### src/rtl/lsba_pkg.sv
`default_nettype none

package lsba_pkg;

  // Configuration register indexes
  typedef enum logic [2:0] {
    REG_EDGE_THR   = 3'd0,
    REG_MID_THR    = 3'd1,
    REG_CENTER_THR = 3'd2,
    REG_MIN_TARGET = 3'd3,
    REG_MAX_TARGET = 3'd4,
    REG_TIME_STEP  = 3'd5,
    REG_AUTO_EN    = 3'd6,
    REG_TIME_SET   = 3'd7
  } reg_idx_t;

  // Exposure decision codes
  typedef enum logic [2:0] {
    ST_NONE      = 3'd0,
    ST_CONVERGED = 3'd1,
    ST_RAISED    = 3'd2,
    ST_LOWERED   = 3'd3,
    ST_LIMIT     = 3'd4
  } status_t;

  // Live configuration
  typedef struct packed {
    logic [11:0] edge_thr;
    logic [11:0] mid_thr;
    logic [11:0] center_thr;
    logic [11:0] min_target;
    logic [11:0] max_target;
    logic [15:0] time_step;
    logic        auto_enable;
  } cfg_t;

  localparam logic [11:0] EDGE_THR_RST   = 12'd1300;
  localparam logic [11:0] MID_THR_RST    = 12'd2000;
  localparam logic [11:0] CENTER_THR_RST = 12'd2500;
  localparam logic [11:0] MIN_TARGET_RST = 12'd1300;
  localparam logic [11:0] MAX_TARGET_RST = 12'd3500;
  localparam logic [15:0] TIME_STEP_RST  = 16'd200;
  localparam logic [15:0] TIME_RST       = 16'd3500;

  // Exposure limits
  localparam logic [12:0] LIMIT_HIGH = 13'd5000;
  localparam logic [11:0] LIMIT_LOW  = 12'd500;
  localparam logic [11:0] SAMPLE_MAX = 12'd4095;

  // Min/max window and zone boundaries
  localparam logic [6:0] WIN_FIRST   = 7'd3;
  localparam logic [6:0] WIN_END     = 7'd125;
  localparam logic [6:0] ZONE_MID_A  = 7'd30;
  localparam logic [6:0] ZONE_CENTER = 7'd50;
  localparam logic [6:0] ZONE_MID_B  = 7'd85;
  localparam logic [6:0] ZONE_EDGE_B = 7'd100;

endpackage

`default_nettype wire

### src/rtl/linear_sensor_binarize_autoexposure.sv
// Linear sensor pixel binarizer with frame-by-frame auto exposure.
//
// Input channel (in_valid/in_ready) carries one 12-bit pixel request per item,
// with in_frame_start marking pixel 0 of a frame. Each request yields exactly one
// result request on the output channel (out_valid/out_ready): pixel index, binary
// bit against the zone threshold, last-pixel flag, window min/max so far, the
// integration time and the exposure decision made on the last pixel.
// Results are registered: an accepted request shows at the outputs in the next
// cycle. Throughput is one pixel per cycle while the receiver does not stall,
// set by the single result register; the compare, min/max and saturating
// add/subtract all sit between the accepted pixel and that register.
// When the receiver stalls, the result register holds and in_ready drops; in_ready
// stays high while the result register is empty or being drained in that cycle.
// Configuration is a plain write port (cfg_we, cfg_index, cfg_wdata); writing
// time_setting also loads the integration time. Write it only while idle.
// Synchronous active-low reset restores register defaults, position 0, empty
// window and an integration time of 3500, and empties the result register.

`default_nettype none

module linear_sensor_binarize_autoexposure #(
  parameter int PIXELS = 128
) (
  input  wire logic        clk,
  input  wire logic        rst_n,
  input  wire logic        in_valid,
  output logic             in_ready,
  input  wire logic [11:0] in_sample,
  input  wire logic        in_frame_start,
  output logic             out_valid,
  input  wire logic        out_ready,
  output logic [6:0]       out_pixel_index,
  output logic             out_pixel_bit,
  output logic             out_frame_last,
  output logic [11:0]      out_frame_min,
  output logic [11:0]      out_frame_max,
  output logic [15:0]      out_exposure_time,
  output logic [2:0]       out_exposure_status,
  input  wire logic        cfg_we,
  input  wire logic [2:0]  cfg_index,
  input  wire logic [15:0] cfg_wdata
);
  import lsba_pkg::*;

  localparam int PW = $clog2(PIXELS);
  localparam int CW = (PW > 7) ? PW : 7;
  localparam logic [PW-1:0] LAST_POS = PW'(PIXELS - 1);

  cfg_t          cfg_r;
  logic [PW-1:0] pos_r;
  logic [11:0]   min_r;
  logic [11:0]   max_r;
  logic [15:0]   time_r;

  logic          out_valid_r;
  logic [6:0]    idx_out_r;
  logic          bit_r;
  logic          last_r;
  logic [11:0]   min_out_r;
  logic [11:0]   max_out_r;
  logic [15:0]   time_out_r;
  status_t       status_r;

  logic          in_acc;
  logic [PW-1:0] idx;
  logic [CW-1:0] idx_w;
  logic          is_last;
  logic          is_first;
  logic          in_win;
  logic [11:0]   thr;
  logic [11:0]   base_min;
  logic [11:0]   base_max;
  logic [11:0]   min_nxt;
  logic [11:0]   max_nxt;
  logic [15:0]   time_nxt;
  status_t       status_nxt;

  assign in_ready = !out_valid_r || out_ready;
  assign in_acc   = in_valid && in_ready;

  // Resolve the pixel position
  assign idx      = in_frame_start ? '0 : pos_r;
  assign idx_w    = CW'(idx);
  assign is_last  = (idx == LAST_POS);
  assign is_first = (idx == '0);
  assign in_win   = (idx_w >= CW'(WIN_FIRST)) && (idx_w < CW'(WIN_END));

  // Select the zone threshold
  always_comb begin
    if (idx_w < CW'(ZONE_MID_A)) begin
      thr = cfg_r.edge_thr;
    end else if (idx_w < CW'(ZONE_CENTER)) begin
      thr = cfg_r.mid_thr;
    end else if (idx_w < CW'(ZONE_MID_B)) begin
      thr = cfg_r.center_thr;
    end else if (idx_w < CW'(ZONE_EDGE_B)) begin
      thr = cfg_r.mid_thr;
    end else begin
      thr = cfg_r.edge_thr;
    end
  end

  // Restart the window at pixel 0, then fold in this pixel if it lies in the window
  assign base_min = is_first ? SAMPLE_MAX : min_r;
  assign base_max = is_first ? 12'd0 : max_r;
  assign min_nxt  = (in_win && (in_sample < base_min)) ? in_sample : base_min;
  assign max_nxt  = (in_win && (in_sample > base_max)) ? in_sample : base_max;

  lsba_expo u_expo (
    .cfg       (cfg_r),
    .decide    (is_last && cfg_r.auto_enable),
    .frame_min (min_nxt),
    .frame_max (max_nxt),
    .time_cur  (time_r),
    .time_nxt  (time_nxt),
    .status    (status_nxt)
  );

  // Configuration registers
  always_ff @(posedge clk) begin
    if (!rst_n) begin
      cfg_r.edge_thr    <= EDGE_THR_RST;
      cfg_r.mid_thr     <= MID_THR_RST;
      cfg_r.center_thr  <= CENTER_THR_RST;
      cfg_r.min_target  <= MIN_TARGET_RST;
      cfg_r.max_target  <= MAX_TARGET_RST;
      cfg_r.time_step   <= TIME_STEP_RST;
      cfg_r.auto_enable <= 1'b1;
    end else if (cfg_we) begin
      unique case (reg_idx_t'(cfg_index))
        REG_EDGE_THR:   cfg_r.edge_thr    <= cfg_wdata[11:0];
        REG_MID_THR:    cfg_r.mid_thr     <= cfg_wdata[11:0];
        REG_CENTER_THR: cfg_r.center_thr  <= cfg_wdata[11:0];
        REG_MIN_TARGET: cfg_r.min_target  <= cfg_wdata[11:0];
        REG_MAX_TARGET: cfg_r.max_target  <= cfg_wdata[11:0];
        REG_TIME_STEP:  cfg_r.time_step   <= cfg_wdata;
        REG_AUTO_EN:    cfg_r.auto_enable <= cfg_wdata[0];
        REG_TIME_SET:   ;
        default:        ;
      endcase
    end
  end

  // Frame state; a time_setting write loads the integration time
  always_ff @(posedge clk) begin
    if (!rst_n) begin
      pos_r  <= '0;
      min_r  <= SAMPLE_MAX;
      max_r  <= 12'd0;
      time_r <= TIME_RST;
    end else begin
      if (cfg_we && (reg_idx_t'(cfg_index) == REG_TIME_SET)) begin
        time_r <= cfg_wdata;
      end else if (in_acc) begin
        time_r <= time_nxt;
      end
      if (in_acc) begin
        pos_r <= is_last ? '0 : idx + 1'b1;
        min_r <= min_nxt;
        max_r <= max_nxt;
      end
    end
  end

  // Result valid: set on accept, drop once taken
  always_ff @(posedge clk) begin
    if (!rst_n) begin
      out_valid_r <= 1'b0;
    end else if (in_acc) begin
      out_valid_r <= 1'b1;
    end else if (out_ready) begin
      out_valid_r <= 1'b0;
    end
  end

  // Result payload
  always_ff @(posedge clk) begin
    if (in_acc) begin
      idx_out_r  <= idx_w[6:0];
      bit_r      <= (in_sample > thr);
      last_r     <= is_last;
      min_out_r  <= min_nxt;
      max_out_r  <= max_nxt;
      time_out_r <= time_nxt;
      status_r   <= status_nxt;
    end
  end

  assign out_valid           = out_valid_r;
  assign out_pixel_index     = idx_out_r;
  assign out_pixel_bit       = bit_r;
  assign out_frame_last      = last_r;
  assign out_frame_min       = min_out_r;
  assign out_frame_max       = max_out_r;
  assign out_exposure_time   = time_out_r;
  assign out_exposure_status = status_r;

endmodule

`default_nettype wire

### src/rtl/lsba_expo.sv
`default_nettype none

module lsba_expo (
  input  wire lsba_pkg::cfg_t    cfg,
  input  wire                    decide,
  input  wire logic [11:0]       frame_min,
  input  wire logic [11:0]       frame_max,
  input  wire logic [15:0]       time_cur,
  output logic [15:0]            time_nxt,
  output lsba_pkg::status_t      status
);
  import lsba_pkg::*;

  logic [16:0] raise_sum;
  logic        out_of_limit;
  logic        converged;

  assign raise_sum    = {1'b0, time_cur} + {1'b0, cfg.time_step};
  assign out_of_limit = ({1'b0, frame_max} > LIMIT_HIGH) || (frame_min < LIMIT_LOW);
  assign converged    = (frame_min <= cfg.min_target) && (frame_max >= cfg.max_target);

  // Pick one decision per frame end, saturating the time at both ends
  always_comb begin
    time_nxt = time_cur;
    status   = ST_NONE;
    if (decide) begin
      if (out_of_limit) begin
        status = ST_LIMIT;
      end else if (converged) begin
        status = ST_CONVERGED;
      end else if (frame_max < cfg.max_target) begin
        time_nxt = raise_sum[16] ? 16'hFFFF : raise_sum[15:0];
        status   = ST_RAISED;
      end else begin
        time_nxt = (time_cur > cfg.time_step) ? (time_cur - cfg.time_step) : 16'd0;
        status   = ST_LOWERED;
      end
    end
  end

endmodule

`default_nettype wire

### config.mk
export PLATFORM = sky130hd
export DESIGN_NAME = linear_sensor_binarize_autoexposure
export DESIGN_NICKNAME = d
export VERILOG_FILES = /design/src/rtl/lsba_pkg.sv /design/src/rtl/linear_sensor_binarize_autoexposure.sv /design/src/rtl/lsba_expo.sv
export SDC_FILE = /design/constraint.sdc
export NUM_CORES = 1
export LEC_CHECK = 0
export BUFFER_PORTS_ARGS = -buffer_cell sky130_fd_sc_hd__buf_4
export CAP_MARGIN = 20
export CORE_MARGIN = 10
export CORE_UTILIZATION = 50
export CTS_BUF_LIST = sky130_fd_sc_hd__clkbuf_16
export CTS_CLUSTER_DIAMETER = 200
export CTS_CLUSTER_SIZE = 12
export DETAILED_ROUTE_END_ITERATION = 12
export HOLD_SLACK_MARGIN = 0.1
export PLACE_DENSITY = 0.66
export SYNTH_ARGS = -nofsm -noshare
export SYNTH_HDL_FRONTEND = slang
export SYNTH_SLANG_ARGS = --single-unit
### constraint.sdc
create_clock -name clk -period 7.19 [get_ports clk]
set_input_delay 0.3595 -clock clk [delete_from_list [all_inputs] [get_ports clk]]
set_output_delay 0.3595 -clock clk [all_outputs]
set_load 0.005 [all_outputs]
==> impl_results.md <==
- Synthesized instance count: 1238
- CTS Buf Count: 17
- Worst setup path class: reg -> reg
- Worst slew margin: 0.201
- Initial antenna violation count: 0
- Effective utilization at floorplan: 0.509
- F_max: 151 MHz
- Number of gates resized after CTS: 0
- Most frequently used flop master after synthesis: dfxtp_1
- Clock sinks: 177
- Grt total ovfl: 0
- Maximum vdd ir drop: 0.154 mV
- Sequential fraction of the synthesis area: 0.395
- Clock transition at the register clock pins on the worst setup and hold paths after CTS: 0.07 ns
- Root Buffer: clkbuf_16
- Setup total negative slack: 0 ns
- RSZ-0062 raised after global routing: false
- Number of antenna repair diodes: 0
- Number of max-capacitance violations reported: 0
- Count of distinct cell types in the synthesized netlist: 67
- Largest net degree at the start of global routing: 74
- Number of H-tree branching levels: 4
- Transition at the pin with the smallest max-transition slack: 1.20 ns
- Final hold viol count: 0
- Status: completed
- Y dimension of the die: 163 um
- Kind of capture point of the worst setup path: register
- Post-CTS Repair Setup Buffers: 0
- Die X: 163 um
- Critical-path maximum fanout: 12
- Wire per inst: 19.4 um
- Clock insertion delay at the later pin of the skew report: 0.44 ns
- Area Overhead vs Synth: 14.2%
- Area share of the largest cell type after synthesis: 0.243
- Max Slew Vio Count: 0
- Minimum hold slack: 0.139 ns
- Hold depth: 3
- Drt first-iter violations: 897
- Number of vias in the routed layout: 9256
- Share of post-route cells with drive strength above 1: 0.113
- Hold bufs inserted after CTS: 0
- Gp weighted congestion: 0.886
- Fraction of the core area covered by cells at the end of the flow: 0.581
- Total DRC errors in the routed layout: 0
- Vias per cell: 5.88
- Nature of the critical path startpoint: register
- Seq cells post-synth: 177
- Kind of path behind the tightest hold check: in -> reg
- Fraction of synthesis flops using an asynchronous set or reset pin: 0
- Post-DP HPWL: 21700 um
- All-layer global routing usage: 0.226
- Top cells by area, synth: dfxtp_1, edfxtp_1, ha_1
- Setup Skew: 0.0114 ns
- Number of global-route vias before repair: 8660
- Static Leakage: 4.68 nW
- Arrival time of the worst setup path: 6.92 ns
- Quantity of I/O buffers inserted on ports: 90
- Post-layout net count: 1423
- CTS tree: yes
- Synthesized area divided by synthesized cell count: 8.31 um2
- Number of top-level pins: 91
- Final critical delay including setup and external delays: 6.62 ns
- Number of synthesis warnings: 0
- Cells on worst reg2reg path: 22
- Number of flops mapped to enable cells by yosys: 52
- Global-route wire length before repair: 48200 um
- Syn_nets: 1370
- Setup slack on the worst flop-to-flop path: 0.57 ns
- Most frequent standard cell in the layout excluding fill and tap cells: nand2_1
- Core Area: 20200 um2
- Pwr/cell area: 196 nW/um2
- Most used cells in the layout excluding fill and tap cells: nand2_1, dfxtp_1, a21oi_1
- Reg-to-reg startpoint: pos_r[1]
- Hold Crit Start: cfg_wdata[13]
- Final setup fails: 0
- Required time of the critical path: 7.49 ns
- Largest buffer count on any clock path: 2
- Reg2reg end: time_r[11]
- Post-synthesis cell area: 10300 um2
- Top cell type by total area after synthesis: dfxtp_1
- Post-route clock period utilization: 0.921
- Die outline area: 26700 um2
- Number of iterations in the first detailed-routing pass: 5
- Inst Count DP: 1542
- Final Routed Wirelength: 30500 um
- Final standard cell count with taps included and fillers excluded: 1574
- Min-Delay Endpoint: time_r[13]
- Antenna-violating nets left: 0
- Number of standard-cell rows in the floorplan: 52
==> cells by family after synthesis <==
group | synth area share
AOI/OAI and AO/OA | 0.217
adders and majority gates | 0.117
buffers and inverters | 0.0536
DFF | 0.395
muxes | 0.0146
and+or+nand+nor | 0.204
==> cell usage after synthesis (15+ instances only) <==
master	count
nand4_1	17
nor2b_1	24
nand2_1	209
edfxtp_1	52
clkbuf_1	56
o22ai_1	17
o21ai_0	43
nand3_1	45
a21o_1	20
nor3_1	37
mux2i_1	15
o211ai_1	23
ha_1	93
nor2_1	90
inv_1	75
a21oi_1	122
dfxtp_1	125
==> state kept, by name (all words and copies together) (netlist names) <==
signal	flops
cfg_r	77
out_exposure_time	16
time_r	16
max_r	12
min_r	12
out_frame_max	12
out_frame_min	12
out_pixel_index	7
pos_r	7
out_exposure_status	3
out_frame_last	1
out_pixel_bit	1
out_valid	1
==> final cells by class <==
cell class | count | area (um2)
fill | 1832 | 8480
multi-input combinational | 916 | 5680
sequential | 177 | 4060
timing repair buffer | 102 | 766
clock buffer | 21 | 526
tap | 270 | 338
inverter | 77 | 290
clock inverter | 11 | 82.6
==> per-stage QoR <==
| stage | cell area, um2 | worst slack, ns | total power [mW] |
|---|---|---|---|
| after floorplan | 10300 | 0.808 | 1.26 |
| after global placement | 11100 | 0.735 | 1.36 |
| after detailed placement | 11100 | 0.510 | 1.37 |
| after CTS | 11800 | 0.583 | 2.31 |
| after global routing | 11800 | 0.168 | 2.39 |
| final | 11800 | 0.572 | 2.31 |
==> critical path, stage by stage, from the launching register on <==
cell      delay [ns]
dfxtp_1         0.42
nor2b_1         0.27
inv_1           0.07
ha_1            0.21
nor4b_2         0.17
a22oi_1         0.39
buf_4           0.25
nand2_1         0.08
ha_1            0.31
o21a_1          0.12
o21ai_0         0.07
a211oi_1        0.25
o41a_1          0.71
mux2i_1         0.36
ha_1            0.31
a41oi_1         0.21
o21ai_1         0.09
a221o_1         0.40
or2_1           0.26
o32a_1          0.24
or4_1           0.68
nor2_1          0.48
a21oi_1         0.14
==> layer usage <==
metal | global-route usage | wire (um)
met1 | 0.314 | 14300
met2 | 0.344 | 13400
met3 | 0.0463 | 2070
met4 | 0.0743 | 623
met5 | 0 | 0
==> worst max path at each step <==
stage,depth (start not counted),slack [ns],startpoint,to
6_report,22,0.57,pos_r[1],time_r[11]
5_1_grt,22,0.17,pos_r[1],time_r[3]
4_1_cts,22,0.58,pos_r[1],time_r[11]
3_5_place_dp,23,0.51,in_frame_start,time_r[11]
3_3_place_gp,23,0.73,in_frame_start,time_r[2]
2_1_floorplan,27,0.81,in_frame_start,time_r[5]
==> power by group <==
| part | switching (mW) | internal, mW | leakage, nW |
|---|---|---|---|
| sequential | 0.0208 | 1.06 | 1.49 |
| combinational | 0.165 | 0.0995 | 2.89 |
| clock | 0.426 | 0.532 | 0.305 |
Note: power is estimated with default switching activity, not from simulation.
